[config.mk]
export PLATFORM = sky130hd
export DESIGN_NAME = stream_literal_substitution_unit
export DESIGN_NICKNAME = d
export VERILOG_FILES = /design/src/rtl/core/slsu_pkg.sv /design/src/rtl/core/stream_literal_substitution_unit.sv /design/src/rtl/core/slsu_cfg_regs.sv /design/src/rtl/core/slsu_prefix_cmp.sv
export VERILOG_INCLUDE_DIRS = /design/src /design/src/rtl/core
export SDC_FILE = /design/constraint.sdc
export NUM_CORES = 1
export LEC_CHECK = 0
export ABC_AREA = 1
export BUFFER_PORTS_ARGS = -buffer_cell sky130_fd_sc_hd__buf_2
export CAP_MARGIN = 40
export CORE_AREA = 3 3 200 202
export CTS_BUF_LIST = sky130_fd_sc_hd__clkbuf_2
export CTS_CLUSTER_SIZE = 10
export DETAILED_ROUTE_END_ITERATION = 6
export DIE_AREA = 0 0 203 205
export GPL_TIMING_DRIVEN = 0
export HOLD_SLACK_MARGIN = 0.08
export PLACE_DENSITY = 0.52
export SETUP_SLACK_MARGIN = 0.3
export SYNTH_ARGS = -nofsm -noshare
export SYNTH_HDL_FRONTEND = slang
export SYNTH_SLANG_ARGS = --single-unit
[constraint.sdc]
create_clock -name clk -period 3.18 [get_ports clk]
set_clock_uncertainty 0.2 [all_clocks]
set_input_delay 0.159 -clock clk [delete_from_list [all_inputs] [get_ports clk]]
set_output_delay 0.159 -clock clk [all_outputs]
set_load 0.01 [all_outputs]
[src/rtl/core/stream_literal_substitution_unit_assert.svh]
// Assertion macros used by the stream literal substitution unit top level.
`ifndef STREAM_LITERAL_SUBSTITUTION_UNIT_ASSERT_SVH
`define STREAM_LITERAL_SUBSTITUTION_UNIT_ASSERT_SVH

`ifndef SYNTH

// The consequent must hold in the same cycle as the antecedent.
`define SLSU_ASSERT_SAME(label, clk, rst_n, ante, cons) \
    label: assert property (@(posedge clk) disable iff (!rst_n) (ante) |-> (cons)) \
        else $error("slsu assertion failed");

// The consequent must hold in the cycle after the antecedent.
`define SLSU_ASSERT_NEXT(label, clk, rst_n, ante, cons) \
    label: assert property (@(posedge clk) disable iff (!rst_n) (ante) |=> (cons)) \
        else $error("slsu assertion failed");

`else

`define SLSU_ASSERT_SAME(label, clk, rst_n, ante, cons)
`define SLSU_ASSERT_NEXT(label, clk, rst_n, ante, cons)

`endif

`endif

[src/rtl/core/slsu_pkg.sv]
// Shared types and constants of the stream literal substitution unit.
package slsu_pkg;

    localparam int MAX_PATTERN     = 8;
    localparam int MAX_REPLACEMENT = 8;
    localparam int BYTE_W          = 8;
    localparam int LEN_W           = 4;
    localparam int CNT_W           = $clog2(MAX_PATTERN + 1);
    localparam int IDX_W           = $clog2(MAX_PATTERN);
    localparam int RLEN_W          = $clog2(MAX_REPLACEMENT + 1);
    localparam int RIDX_W          = $clog2(MAX_REPLACEMENT);
    localparam int CFG_IDX_W       = 2;
    localparam int CFG_DATA_W      = 64;

    typedef logic [BYTE_W-1:0] byte_t;

    // Register indexes of the configuration port.
    typedef enum logic [CFG_IDX_W-1:0] {
        CFG_PATTERN_BYTES  = 2'd0,
        CFG_PATTERN_LENGTH = 2'd1,
        CFG_REPL_BYTES     = 2'd2,
        CFG_REPL_LENGTH    = 2'd3
    } cfg_index_t;

    // Configuration as seen by the datapath, lengths already clamped.
    typedef struct packed {
        logic [MAX_PATTERN*BYTE_W-1:0]     pattern;
        logic [CNT_W-1:0]                  plen;
        logic [MAX_REPLACEMENT*BYTE_W-1:0] repl;
        logic [RLEN_W-1:0]                 rlen;
    } cfg_t;

    // Result of the prefix compare unit.
    typedef struct packed {
        logic is_prefix;
        logic is_match;
    } cmp_t;

endpackage

[src/rtl/core/stream_literal_substitution_unit.sv]
// Top level of the stream literal substitution unit: sequencer, buffer, output stage.
//
//  channel | direction | handshake          | payload
//  --------+-----------+--------------------+------------------------------------
//  in      | input     | in_valid/in_stall  | in_byte, in_last
//  out     | output    | out_valid/out_stall| out_byte, has_byte, out_last, not_found
//  cfg     | input     | cfg_valid/cfg_ready| cfg_index, cfg_data
//
// A word is taken in and checked against the pattern; then each emitted byte (dropped
// candidate, replacement or flushed byte) goes out in turn, a closing step follows, and
// a flush at end of stream ends with one more step, all set by the sequencer that runs
// the one prefix compare unit.
// Emitted bytes pass through a one-word holding stage, so the byte ending a stream can be
// marked last; out_stall pauses the sequencer while it is full and in the closing step.
// Reset clears the candidate count, match flag and all control; in_stall is low when idle.
module stream_literal_substitution_unit
    import slsu_pkg::*;
(
    input  logic                  clk,
    input  logic                  rst_n,
    input  logic                  in_valid,
    output logic                  in_stall,
    input  logic [BYTE_W-1:0]     in_byte,
    input  logic                  in_last,
    output logic                  out_valid,
    input  logic                  out_stall,
    output logic [BYTE_W-1:0]     out_byte,
    output logic                  has_byte,
    output logic                  out_last,
    output logic                  not_found,
    input  logic                  cfg_valid,
    output logic                  cfg_ready,
    input  logic [CFG_IDX_W-1:0]  cfg_index,
    input  logic [CFG_DATA_W-1:0] cfg_data
);

`include "stream_literal_substitution_unit_assert.svh"

    typedef enum logic [2:0] {
        ST_IDLE,
        ST_CHECK,
        ST_REPL,
        ST_FLUSH,
        ST_FINISH
    } state_t;

    cfg_t              cfg;
    cmp_t              cmp;
    state_t            state_reg,      state_next;
    byte_t             cand_reg  [MAX_PATTERN];
    byte_t             cand_next [MAX_PATTERN];
    logic [CNT_W-1:0]  count_reg,      count_next;
    logic              match_reg,      match_next;
    logic              last_reg,       last_next;
    logic [RIDX_W-1:0] ridx_reg,       ridx_next;
    logic              pend_valid_reg, pend_valid_next;
    byte_t             pend_byte_reg,  pend_byte_next;
    logic              out_valid_reg,  out_valid_next;
    byte_t             out_byte_reg,   out_byte_next;
    logic              has_byte_reg,   has_byte_next;
    logic              out_last_reg,   out_last_next;
    logic              not_found_reg,  not_found_next;
    logic              out_free;
    logic              can_emit;
    logic              emit_en;
    byte_t             emit_byte;

    slsu_cfg_regs u_cfg (
        .clk       (clk),
        .rst_n     (rst_n),
        .cfg_valid (cfg_valid),
        .cfg_ready (cfg_ready),
        .cfg_index (cfg_index),
        .cfg_data  (cfg_data),
        .cfg       (cfg)
    );

    slsu_prefix_cmp u_cmp (
        .cand    (cand_reg),
        .count   (count_reg),
        .pattern (cfg.pattern),
        .plen    (cfg.plen),
        .result  (cmp)
    );

    assign in_stall  = (state_reg != ST_IDLE);
    assign out_valid = out_valid_reg;
    assign out_byte  = out_byte_reg;
    assign has_byte  = has_byte_reg;
    assign out_last  = out_last_reg;
    assign not_found = not_found_reg;

    // The output register frees up when empty or when its word is taken.
    assign out_free = !out_valid_reg || !out_stall;
    assign can_emit = !pend_valid_reg || out_free;

    // Sequencer next-state and datapath control.
    always_comb
    begin
        state_next      = state_reg;
        cand_next       = cand_reg;
        count_next      = count_reg;
        match_next      = match_reg;
        last_next       = last_reg;
        ridx_next       = ridx_reg;
        pend_valid_next = pend_valid_reg;
        pend_byte_next  = pend_byte_reg;
        out_valid_next  = out_valid_reg;
        out_byte_next   = out_byte_reg;
        has_byte_next   = has_byte_reg;
        out_last_next   = out_last_reg;
        not_found_next  = not_found_reg;
        emit_en         = 1'b0;
        emit_byte       = cand_reg[0];

        if (out_free)
            out_valid_next = 1'b0;

        case (state_reg)
            ST_IDLE:
            begin
                if (in_valid)
                begin
                    cand_next[count_reg[IDX_W-1:0]] = in_byte;
                    count_next = count_reg + CNT_W'(1);
                    last_next  = in_last;
                    state_next = ST_CHECK;
                end
            end
            ST_CHECK:
            begin
                if (!cmp.is_prefix)
                begin
                    // Oldest byte can no longer start a match: pass it on.
                    if (can_emit)
                    begin
                        emit_en   = 1'b1;
                        emit_byte = cand_reg[0];
                        for (int i = 0; i < MAX_PATTERN - 1; i++)
                            cand_next[i] = cand_reg[i+1];
                        count_next = count_reg - CNT_W'(1);
                    end
                end
                else if (cmp.is_match)
                begin
                    count_next = '0;
                    match_next = 1'b1;
                    ridx_next  = '0;
                    state_next = (cfg.rlen != '0) ? ST_REPL : ST_FINISH;
                end
                else
                begin
                    state_next = last_reg ? ST_FLUSH : ST_FINISH;
                end
            end
            ST_REPL:
            begin
                if (can_emit)
                begin
                    emit_en   = 1'b1;
                    emit_byte = cfg.repl[ridx_reg*BYTE_W +: BYTE_W];
                    ridx_next = ridx_reg + RIDX_W'(1);
                    if ((RLEN_W'(ridx_reg) + RLEN_W'(1)) == cfg.rlen)
                        state_next = ST_FINISH;
                end
            end
            ST_FLUSH:
            begin
                // End of stream: the remaining candidate goes out unchanged.
                if (count_reg == '0)
                    state_next = ST_FINISH;
                else if (can_emit)
                begin
                    emit_en   = 1'b1;
                    emit_byte = cand_reg[0];
                    for (int i = 0; i < MAX_PATTERN - 1; i++)
                        cand_next[i] = cand_reg[i+1];
                    count_next = count_reg - CNT_W'(1);
                end
            end
            ST_FINISH:
            begin
                // Release the held word, marked as final at end of stream, or else a bare end marker.
                if (pend_valid_reg)
                begin
                    if (out_free)
                    begin
                        out_valid_next  = 1'b1;
                        out_byte_next   = pend_byte_reg;
                        has_byte_next   = 1'b1;
                        out_last_next   = last_reg;
                        not_found_next  = last_reg && !match_reg;
                        pend_valid_next = 1'b0;
                        state_next      = ST_IDLE;
                        if (last_reg)
                            match_next = 1'b0;
                    end
                end
                else if (last_reg)
                begin
                    if (out_free)
                    begin
                        out_valid_next = 1'b1;
                        out_byte_next  = '0;
                        has_byte_next  = 1'b0;
                        out_last_next  = 1'b1;
                        not_found_next = !match_reg;
                        match_next     = 1'b0;
                        state_next     = ST_IDLE;
                    end
                end
                else
                begin
                    state_next = ST_IDLE;
                end
            end
            default:
            begin
                state_next = ST_IDLE;
            end
        endcase

        // A new byte pushes the held one into the output register.
        if (emit_en)
        begin
            if (pend_valid_reg)
            begin
                out_valid_next = 1'b1;
                out_byte_next  = pend_byte_reg;
                has_byte_next  = 1'b1;
                out_last_next  = 1'b0;
                not_found_next = 1'b0;
            end
            pend_byte_next  = emit_byte;
            pend_valid_next = 1'b1;
        end
    end

    // State, control and registered outputs.
    always_ff @(posedge clk or negedge rst_n)
    begin
        if (!rst_n)
        begin
            state_reg      <= ST_IDLE;
            count_reg      <= '0;
            match_reg      <= 1'b0;
            last_reg       <= 1'b0;
            ridx_reg       <= '0;
            pend_valid_reg <= 1'b0;
            pend_byte_reg  <= '0;
            out_valid_reg  <= 1'b0;
            out_byte_reg   <= '0;
            has_byte_reg   <= 1'b0;
            out_last_reg   <= 1'b0;
            not_found_reg  <= 1'b0;
        end
        else
        begin
            state_reg      <= state_next;
            count_reg      <= count_next;
            match_reg      <= match_next;
            last_reg       <= last_next;
            ridx_reg       <= ridx_next;
            pend_valid_reg <= pend_valid_next;
            pend_byte_reg  <= pend_byte_next;
            out_valid_reg  <= out_valid_next;
            out_byte_reg   <= out_byte_next;
            has_byte_reg   <= has_byte_next;
            out_last_reg   <= out_last_next;
            not_found_reg  <= not_found_next;
        end
    end

    // Candidate buffer contents need no reset: only entries below the count are read.
    always_ff @(posedge clk)
    begin
        cand_reg <= cand_next;
    end

    // Nothing may be held back while the block waits for a new word.
    `SLSU_ASSERT_SAME(a_idle_no_pending, clk, rst_n,
        state_reg == ST_IDLE, !pend_valid_reg)
    // The replacement is only sent after a match emptied the buffer.
    `SLSU_ASSERT_SAME(a_repl_empty_buf, clk, rst_n,
        state_reg == ST_REPL, count_reg == '0 && match_reg)
    // The buffer never holds more than a full pattern.
    `SLSU_ASSERT_SAME(a_count_bound, clk, rst_n,
        1'b1, count_reg <= CNT_W'(MAX_PATTERN))
    // A bare end marker is only ever the final word of a stream.
    `SLSU_ASSERT_SAME(a_marker_is_last, clk, rst_n,
        out_valid_reg && !has_byte_reg, out_last_reg && out_byte_reg == '0)
    // A final word ends the stream's match history.
    `SLSU_ASSERT_NEXT(a_last_clears_match, clk, rst_n,
        state_reg == ST_FINISH && last_reg && state_next == ST_IDLE,
        !match_reg && count_reg == '0)

endmodule

[src/rtl/core/slsu_cfg_regs.sv]
// Configuration registers and clamped pattern and replacement lengths.
module slsu_cfg_regs
    import slsu_pkg::*;
(
    input  logic                  clk,
    input  logic                  rst_n,
    input  logic                  cfg_valid,
    output logic                  cfg_ready,
    input  logic [CFG_IDX_W-1:0]  cfg_index,
    input  logic [CFG_DATA_W-1:0] cfg_data,
    output cfg_t                  cfg
);

    logic [CFG_DATA_W-1:0] pattern_reg;
    logic [LEN_W-1:0]      plen_raw_reg;
    logic [CFG_DATA_W-1:0] repl_reg;
    logic [LEN_W-1:0]      rlen_raw_reg;

    // The user must make writes only while the block is idle; the block does not enforce it, so the port never waits.
    assign cfg_ready = 1'b1;

    // Register file write.
    always_ff @(posedge clk or negedge rst_n)
    begin
        if (!rst_n)
        begin
            pattern_reg  <= '0;
            plen_raw_reg <= LEN_W'(1);
            repl_reg     <= '0;
            rlen_raw_reg <= '0;
        end
        else if (cfg_valid && cfg_ready)
        begin
            case (cfg_index_t'(cfg_index))
                CFG_PATTERN_BYTES:  pattern_reg  <= cfg_data;
                CFG_PATTERN_LENGTH: plen_raw_reg <= cfg_data[LEN_W-1:0];
                CFG_REPL_BYTES:     repl_reg     <= cfg_data;
                CFG_REPL_LENGTH:    rlen_raw_reg <= cfg_data[LEN_W-1:0];
                default:            ;
            endcase
        end
    end

    // An empty pattern counts as one byte; over-long lengths saturate.
    always_comb
    begin
        cfg.pattern = pattern_reg[MAX_PATTERN*BYTE_W-1:0];
        cfg.repl    = repl_reg[MAX_REPLACEMENT*BYTE_W-1:0];
        if (plen_raw_reg == '0)
            cfg.plen = CNT_W'(1);
        else if (plen_raw_reg > LEN_W'(MAX_PATTERN))
            cfg.plen = CNT_W'(MAX_PATTERN);
        else
            cfg.plen = CNT_W'(plen_raw_reg);
        if (rlen_raw_reg > LEN_W'(MAX_REPLACEMENT))
            cfg.rlen = RLEN_W'(MAX_REPLACEMENT);
        else
            cfg.rlen = RLEN_W'(rlen_raw_reg);
    end

endmodule

[src/rtl/core/slsu_prefix_cmp.sv]
// Shared compare unit: is the candidate buffer a prefix, or all, of the pattern.
module slsu_prefix_cmp
    import slsu_pkg::*;
(
    input  byte_t                         cand [MAX_PATTERN],
    input  logic [CNT_W-1:0]              count,
    input  logic [MAX_PATTERN*BYTE_W-1:0] pattern,
    input  logic [CNT_W-1:0]              plen,
    output cmp_t                          result
);

    logic [MAX_PATTERN-1:0] lane_ok;

    // Each lane compares one buffered byte; lanes past the count always agree.
    always_comb
    begin
        for (int i = 0; i < MAX_PATTERN; i++)
        begin
            lane_ok[i] = (CNT_W'(i) >= count) ||
                         (cand[i] == pattern[i*BYTE_W +: BYTE_W]);
        end
        result.is_prefix = (count <= plen) && (&lane_ok);
        result.is_match  = result.is_prefix && (count == plen);
    end

endmodule
## After elaboration in Yosys (flattened, before gate mapping)

Index checks and enable logic that the tools add are counted.

- Register bits after elaboration: 233
- Input port bits: 80
- Output and inout port bits: 14
- Logic and storage cells: 196

- Add/subtract/negate cells: 4
- Magnitude comparators: 13
- Equal/unequal tests: 28
- Shift operators: 1
- Muxes and demuxes: 86
- Bitwise gates (word level): 1
- Reductions and logical operators: 39

Operators with widths:

| cell | count |
|---|---|
| 56-bit 2-to-1 mux | 3 |
| 56-bit one-hot mux with 3 select lines | 1 |
| 8-bit 2-to-1 mux | 10 |
| 64-bit bitwise mux | 1 |
| 8-bit == test | 8 |
| 64-bit 2-to-1 mux | 1 |
| 64-bit by 7-bit indexed part select with 8-bit output | 1 |
| 1-bit 2-to-1 mux | 42 |
| 3-bit 2-to-1 mux | 14 |
| 4-bit 2-to-1 mux | 8 |
| 8-bit demux with 3-bit select | 1 |
| 2-bit != test, second input constant | 10 |
| 3-bit by 4-bit greater-or-equal comparator with 1-bit output, first input constant | 4 |
| 3-bit one-hot mux with 5 select lines | 1 |
| 4-bit one-hot mux with 3 select lines | 1 |
| 4-bit AND reduction | 3 |
| 1-bit logical OR | 10 |
| 2-bit AND reduction | 5 |
| 5-bit AND reduction | 2 |
| 4-bit == test | 2 |
| 1-bit by 4-bit greater-or-equal comparator with 1-bit output, first input constant | 2 |
| 2-bit by 4-bit greater-or-equal comparator with 1-bit output, first input constant | 2 |
| 4-bit greater-than comparator, second input constant | 2 |
| 4-bit logical NOT | 2 |
| 25 further kinds | 36 |

## Depth between registers and ports, before layout

Gate-level depths: netlist of run 1.

- Depth in word-level cells: 9
- Gate-level depth with buffers: 17
- Mapped depth without buffers: 17

## Cells and area by module

From an unflattened synthesis of run 1, not the netlist that was laid out.

- Cells, all modules: 1,485
- Area, all modules: 12,160.4 um2

By module, submodules not included:

| module | times used | cells an instance | area an instance (um2) |
|---|---|---|---|
| slsu_cfg_regs | 1 | 598 | 5,720.5 |
| stream_literal_substitution_unit | 1 | 646 | 5,263.8 |
| slsu_prefix_cmp | 1 | 241 | 1,176.1 |

## Worst setup path before layout of run 1

OpenSTA, ideal clock, no wires.

- Path kind: flip-flop to flip-flop
- Start point: register u_cfg.plen_raw_reg[1]
- End point: register cand_reg[10] in the netlist's numbering, enable pin
- Arrival: 2.293 ns
- Required time: 2.605 ns
- Slack: 0.312 ns
- Cell stages (with the launch flop): 15
- Buffers on the path: 0
- Period minus slack after synthesis: 2.868 ns
- Cell sequence: dfrtp_1 or2_2 o21ai_0 nand2_1 ha_1 inv_1 nor2_1 o21ai_0 nand2_1 nand2_1 nand3_1 nor2_1 nand3_1 o211ai_1 a21oi_1

- Word-level cells in the longest chain between the ends: 7

Ends and longest elaborated chain:

| element | RTL line | RTL |
|---|---|---|
| from (decl) | slsu_cfg_regs.sv:15 | `logic [LEN_W-1:0] plen_raw_reg;` |
| from (signal assigned) | slsu_cfg_regs.sv:36 | `CFG_PATTERN_LENGTH: plen_raw_reg <= cfg_data[LEN_W-1:0];` |
| 4-bit greater-than comparator | slsu_cfg_regs.sv:51 | `else if (plen_raw_reg > LEN_W'(MAX_PATTERN))` |
| 4-bit 2-to-1 mux | slsu_cfg_regs.sv:51 |  |
| 4-bit 2-to-1 mux * | slsu_cfg_regs.sv:49 | `if (plen_raw_reg == '0)` |
| 4-bit <= comparator * | slsu_prefix_cmp.sv:22 | `result.is_prefix = (count <= plen) && (&lane_ok);` |
| 1-bit logical AND * | slsu_prefix_cmp.sv:22 |  |
| 2-bit != test (no line) * | n/a |  |
| 4-bit AND reduction (no line) * | n/a |  |
| to (signal assigned) | stream_literal_substitution_unit.sv:277 | `cand_reg <= cand_next;` |
| to (decl) | stream_literal_substitution_unit.sv:50 | `byte_t cand_reg [MAX_PATTERN];` |

Every way passes the cells marked *; elsewhere a longest branch is shown, timed or not.
A chain may end at the register's enable or synchronous reset.

## Worst setup path after layout of run 1

- Start point: register u_cfg.plen_raw_reg[1]
- End point: register cand_reg[45] in the netlist's numbering, enable pin

The elaborated chain is that of the path after synthesis.

==> metrics.txt, run 1 <==
status completed; cells after synthesis approximately 1.3k; Die ar. roughly 42000 sq um; Post-Syn Area per Cell approximately 8.6 sq um; most common cell after layout, fill and taps aside nand2_1; clk sinks around 230; max-cap violations 0; Synth Net Count approximately 1.4k; sequential share of the synthesized area 0.5368; maximum clock frequency around 0.36 GHz; CTS buffer count 60; DIE HEIGHT between 200 and 250 um; final WL 38900 um; Detail Route Antenna Nets 0; delay of the slowest critical-path stage approximately 0.40 ns; min-delay worst type primary input to async pin; clock-pin transition on the worst setup and hold timing paths about 0.1 ns; drt wl/cell about 17 um; GRT Total Usage 0.1870; IO Pins 94; Lkg Pwr around 6.9 nW; worst path required time 3.59 ns; I/O Buffers 92; largest net degree at the start of global routing 86; final number of max-transition violations 0; initial antenna violation count 1; worst r2r dst cand_reg[45]; first-pass GRT wire length 59540 um; Final HPWL DP between 20000 and 30000 um; CP Class flop to flop; most frequent cells in the layout 380 x nand2_1, 234 x o21ai_0, 166 x dfrtp_1, 161 x dlygate4sd3_1, 130 x inv_1; R2R setup slack ~0.36 ns; Worst Reg2Reg Path Length in Cells 15; measured slew at the worst slew-check pin 0.7672 ns; Area growth, synth to finish 30.79%; Via Count approximately 10k; Tcrit/Tclk final 0.8858; Max Fanout on Critical Path 8; layout net count ~1.7k; setup violators final 0; final hold viol count 0; CTS Root Cell clkbuf_2; # rows 72; detailed-route DRC error count 0; Post-synth EDFFs 64; YS warnings 0; Worst R2R Start u_cfg.plen_raw_reg[1]; CTS max path bufs 3; worst path cell trace or2_4 > o21ai_2 > nand2_2 > ha_4 > inv_1 > nor2_1 > o21ai_1 > nand2_1 > nand2_2 > nand3_2 > nor2_2 > nand3_2 > o211ai_1 > clkbuf_16 > a21oi_2; PD cells 793.3 nW/um^2; Crit-path slowest cell dfrtp_1; total power 11.89 mW; Detailed Route Iter0 Violations approximately 600; Top FF cell, synth dfrtp_1; via/cell ratio ~4.7; Max VDD drop 0.3186 mV; flops & latches, synth 233; Starting Density 0.2979; Mapped Area 11460 sq um; Fin Hold WS around 0.16 ns; minimum clock period 2.817 ns; post-synthesis cell type count 50; worst path arrival time about 3.2 ns; worst rel slew slack 0.4846; Critical Path End Type flop; ys async rst share 0.7253; vias in the first global route 10.53k; Die X between 200 and 250 um; core region area a little under 40000 sq um; Setup crit start kind flop; Worst-Skew Late Latency about 0.96 ns; unrepaired setup endpoints after global routing true; DRT Pass-1 Iters 5; GRT overflow 0; RD Place Congestion approximately 0.93; CTS tree built; H-tree levels 2; layout cell share with drive strength beyond 1 0.1673
worst max-delay path, delay by kind of cell (launching register included):
kind	cells	cell delay, ns
AOI/OAI and AO/OA	4	0.68
buffers and inverters	2	0.25
and+or+nand+nor	8	0.73
adders and majority gates	1	0.26
DFF	1	0.40
routing by layer:
layer  track usage  vias to the layer above  part of all wire
met4       0.06583                        0             0.033
met5             0                        -                 0
met1        0.2454                     4974              0.44
li1              -                     5028                 -
met3       0.03448                       73             0.061
met2        0.3107                      339              0.46
where the power goes:
part | leakage (nW) | switching (mW) | internal (mW)
registers | 2.73 | 0.670 | 4.18
logic | 3.74 | 3.03 | 1.87
clock network | 0.422 | 1.30 | 0.842
synth_stat cells, types with 2 or more instances:
cell type / count / area (sq um)
mux2i_1: 10 / 100.1
o21ai_1: 5 / 25.02
xor2_1: 10 / 87.58
nand3_1: 31 / 155.2
buf_6: 2 / 22.52
buf_4: 3 / 22.52
nand2_2: 7 / 43.79
edfxtp_1: 64 / 1922
buf_2: 9 / 45.04
clkinv_1: 3 / 11.26
nor2_1: 69 / 259.0
nor2_2: 5 / 31.28
inv_2: 16 / 60.06
nand2_1: 382 / 1434
o22ai_1: 16 / 100.1
o21ai_0: 236 / 1181
nor3_1: 5 / 25.02
nor2_4: 5 / 56.30
buf_1: 2 / 7.510
nand4_1: 2 / 12.51
ha_1: 9 / 112.6
o32ai_1: 6 / 52.55
dfrtp_1: 168 / 4204
a21oi_1: 17 / 85.08
o221ai_1: 10 / 87.58
xnor2_1: 44 / 385.4
clkbuf_1: 39 / 146.4
inv_1: 130 / 488.0
o21ai_2: 8 / 70.07
nand3b_1: 2 / 15.01
how the worst max path moves through the flow:
stage,slack [ns],to,from
6_report,0.36,cand_reg[45],u_cfg.plen_raw_reg[1]
5_1_grt,0.20,cand_reg[57],u_cfg.plen_raw_reg[1]
4_1_cts,0.30,cand_reg[39],u_cfg.plen_raw_reg[1]
3_5_place_dp,-0.45,cand_reg[26],count_reg[0]
3_3_place_gp,-1.08,u_cfg.pattern_reg[39],rst_n
2_1_floorplan,0.31,cand_reg[10],u_cfg.plen_raw_reg[1]
area by class of cell:
class	instances	area [sq um]
sequential	233	6155
tap	518	648.1
clock buffer	90	450.4
fill	3955	23480
clock inverter	17	101.3
buffer	56	259.0
timing repair buffer	262	2203
multi-input combinational	896	4601
antenna	2	5.005
inverter	150	566.8
kinds of logic (layout without fill, tap and decap cells):
kind of cell             Yosys count  in the layout  share of synthesized area
AND/OR/NAND/NOR                  514            514                     0.1826
AO/OA/AOI/OAI                    307            307                     0.1475
flip-flops                       233            233                     0.5368
buffers and inverters            206            575                    0.07194
XOR/XNOR                          54             54                    0.04127
multiplexers                      11             11                   0.009716
adder cells (fa/ha/maj)            9              9                   0.009826
other                              1              3                  0.0003272
what timing repair did:
action                                  CTS  global route
hold endpoints to repair                466             0
pin swaps                                 5             6
buffers inserted                          3             3
endpoints found under the setup margin   60            86
hold buffers                            161             0
resized for setup                        17            13
metrics by stage:
| stage | cells | TNS (ns) | worst slack [ns] | utilization | area, sq um |
|---|---|---|---|---|---|
| 2_1_floorplan | 1335 | 0 | 0.3119 | - | 11460 |
| 3_3_place_gp | 1945 | -198.41 | -1.085 | 0.3268 | 12570 |
| 3_5_place_dp | 1948 | -19.51 | -0.4541 | 0.3281 | 12620 |
| 4_1_cts | 2219 | 0 | 0.2982 | 0.3872 | 14890 |
| 5_1_grt | 2224 | 0 | 0.2043 | 0.3897 | 14990 |
| 6_report | 2224 | 0 | 0.3633 | 0.3897 | 14990 |
Power figures use the tool's default switching activity.
==> inputs of run 2 (changes only) <==
--- a/config.mk
+++ b/config.mk
@@ -16,7 +16,6 @@
 export DIE_AREA = 0 0 203 205
 export GPL_TIMING_DRIVEN = 0
 export HOLD_SLACK_MARGIN = 0.08
-export PLACE_DENSITY = 0.52
 export SETUP_SLACK_MARGIN = 0.3
 export SYNTH_ARGS = -nofsm -noshare
 export SYNTH_HDL_FRONTEND = slang
==> metrics.txt, run 2 (synthesis results as in run 1) <==
worst rel slew slack 0.4419 (-0.04276); Clock power frac 0.185 (+0.005); FILL cells 3931 (-0.61%); crit path to cand_reg[60]; Max Fanout on Critical Path 8 (unchanged); unrepaired setup endpoints after global routing true; CTS buffer count 58 (-3.3%); PD cells 796.4 nW/um^2 (+0.38%); layout cell share with drive strength beyond 1 0.1713 (+0.004075); CTS Root Cell clkbuf_2; detailed-route DRC error count 0 (unchanged); DIE HEIGHT 205 um (unchanged); Tcrit/Tclk final 0.8824 (-0.003343); via/cell ratio 4.758 (+1.6%); GRT overflow 0 (unchanged); Via Count 10.63k (+2.1%); RD Place Congestion 0.9123 (-2.4%); most frequent cells in the layout 381 x nand2_1, 234 x o21ai_0, 167 x dfrtp_1, 167 x dlygate4sd3_1, 128 x inv_1; CTS tree built; H-tree levels 2 (unchanged); proportion of power drawn by combinational gates 0.413 (about the same); largest net degree at the start of global routing 111 (+29%); drt wl/cell 17.33 um (-0.90%); Critical Path End Type flop; DRT Pass-1 Iters 5 (unchanged); Sequential Power Share 0.402 (-0.006); post-place instance area 12610 sq um (about the same); Worst Reg2Reg Path Length in Cells 15 (unchanged); most common cell after layout, fill and taps aside nand2_1; minimum clock period 2.806 ns (-0.01063 ns); max-cap violations 0 (unchanged); clock-pin transition on the worst setup and hold timing paths 0.10 ns (about the same); vias in the first global route 10.52k (-0.11%); CP startpoint u_cfg.plen_raw_reg[1]; IO Pins 94 (unchanged); Detailed Route Iter0 Violations 728 (+22%); status completed; switching portion of total power 0.4151 (-0.005366); final number of max-transition violations 0 (unchanged); min-delay worst type primary input to async pin; Detail Route Antenna Nets 0 (unchanged); layout net count 1756 (+0.46%); initial antenna violation count 2 (+1); GRT Total Usage 0.1858 (-0.001180); fin util 0.3931 (+0.003415); final hold viol count 0 (unchanged); CP Class flop to flop; Net Sw Power 4.999 mW (about the same); Starting Density 0.2979 (unchanged); Worst-Skew Late Latency 0.89 ns (-0.07 ns); internal power 7.043 mW (+2.2%); CTS max path bufs 3 (unchanged); worst r2r dst cand_reg[60]; measured slew at the worst slew-check pin 0.8308 ns (+0.06365 ns); Area growth, synth to finish 31.93%; core region area 38470 sq um (unchanged); Setup crit start kind flop; final WL 38740 um (-0.41%); Final HPWL DP 27240 um (-3.2%); R2R setup slack 0.37 ns (about the same); I/O Buffers 92 (unchanged); Lkg Pwr 6.982 nW (+1.2%); Die X 203 um (unchanged); # rows 72 (unchanged); Max VDD drop 0.3384 mV (+6.2%); clk sinks 233 (unchanged); Worst R2R Start u_cfg.plen_raw_reg[1]; setup violators final 0 (unchanged); worst path required time 3.51 ns (-0.08 ns); maximum clock frequency 0.3564 GHz (+0.38%); cell area after layout 15120 sq um (+0.88%); worst path arrival time 3.13 ns (-0.10 ns); Die ar. 41620 sq um (unchanged); first-pass GRT wire length 59480 um (about the same)
## run 2: changes by cell type in the layout (fill, tap and decap cells not counted), moves of 2 or more
cell,delta
clkbuf_2,+7
dlygate4sd3_1,+6
a21oi_2,+2
a21oi_4,-2
buf_6,+2
clkbuf_1,-2
clkinv_1,-2
inv_1,-2
inv_2,+2
## run 2: cell type report
class,instances,area (sq um),share of cell area
flip-flops and latches,233,6153,0.4069
multi-input cells,896,4584,0.3032
repair buffers,272,2318,0.1533
well taps,518,648.1,0.04286
inverters,150,566.8,0.03748
clock buffers,95,475.5,0.03144
plain buffers,56,261.5,0.01729
clock inverters,14,110.1,0.007282
diodes,1,2.502,0.0001655
## run 2: stage by stage
step / setup WS (ns) / power, mW / TNS, ns / hold WS (ns) / instances
finish: 0.3739 / 12.04 / 0 / 0.1926 / 2235
global route: 0.2116 / 12.98 / 0 / 0.1642 / 2235
CTS: 0.3034 / 11.95 / 0 / 0.09391 / 2232
detailed placement: -0.4505 / 9.250 / -22.21 / -0.07497 / 1947
global placement: -0.9709 / 9.125 / -180.24 / 0.1721 / 1945
floorplan: 0.3119 / 7.863 / 0 / -0.3366 / 1335
## run 2: layer usage
layer / vias up / routed length, um / global-route usage
li1: 5064 / - / -
met1: 5067 / 16380 / 0.2410
met2: 418 / 17810 / 0.2985
met3: 83 / 3027 / 0.04561
met4: 2 / 1509 / 0.07597
met5: - / 12 / 0
## run 2: power groups by stage
stage	clock [mW]	combinational, mW	sequential [mW]
2_1_floorplan	0	3.17	4.69
3_3_place_gp	0	4.24	4.89
3_5_place_dp	0	4.35	4.90
4_1_cts	2.30	4.82	4.83
5_1_grt	2.46	5.58	4.94
6_report	2.23	4.97	4.84
## run 2: worst min path at each step
stage,to,from,depth (start not counted)
after floorplan,count_reg[0],rst_n,0
after global placement,cand_reg[3],in_byte[3],1
after detailed placement,out_byte[3],rst_n,1
after CTS,out_byte[3],rst_n,4
after global routing,cand_reg[47],in_byte[7],4
final,out_byte[3],rst_n,4
## run 2: critical path, stage by stage, from the launching register on
cell and delay (ns):
dfrtp_1 0.41, or2_4 0.26, o21ai_2 0.10, nand2_1 0.09, ha_4 0.28, inv_2 0.03, nor2_1 0.07, o21ai_1 0.07
nand2_1 0.07, nand2_2 0.06, nand3_2 0.09, nor2_4 0.04, nand3_2 0.08, o211ai_1 0.12, clkbuf_16 0.21, a21oi_4 0.29
## run 2: timing repair
item | 4_1_cts | 5_1_grt
endpoints found under the setup margin | 59 | 91
buffers inserted | 8 | 2
gates resized for setup | 18 | 16
hold buffers | 168 | 0
endpoints found under the hold margin | 466 | 0
pin swaps | 2 | 2
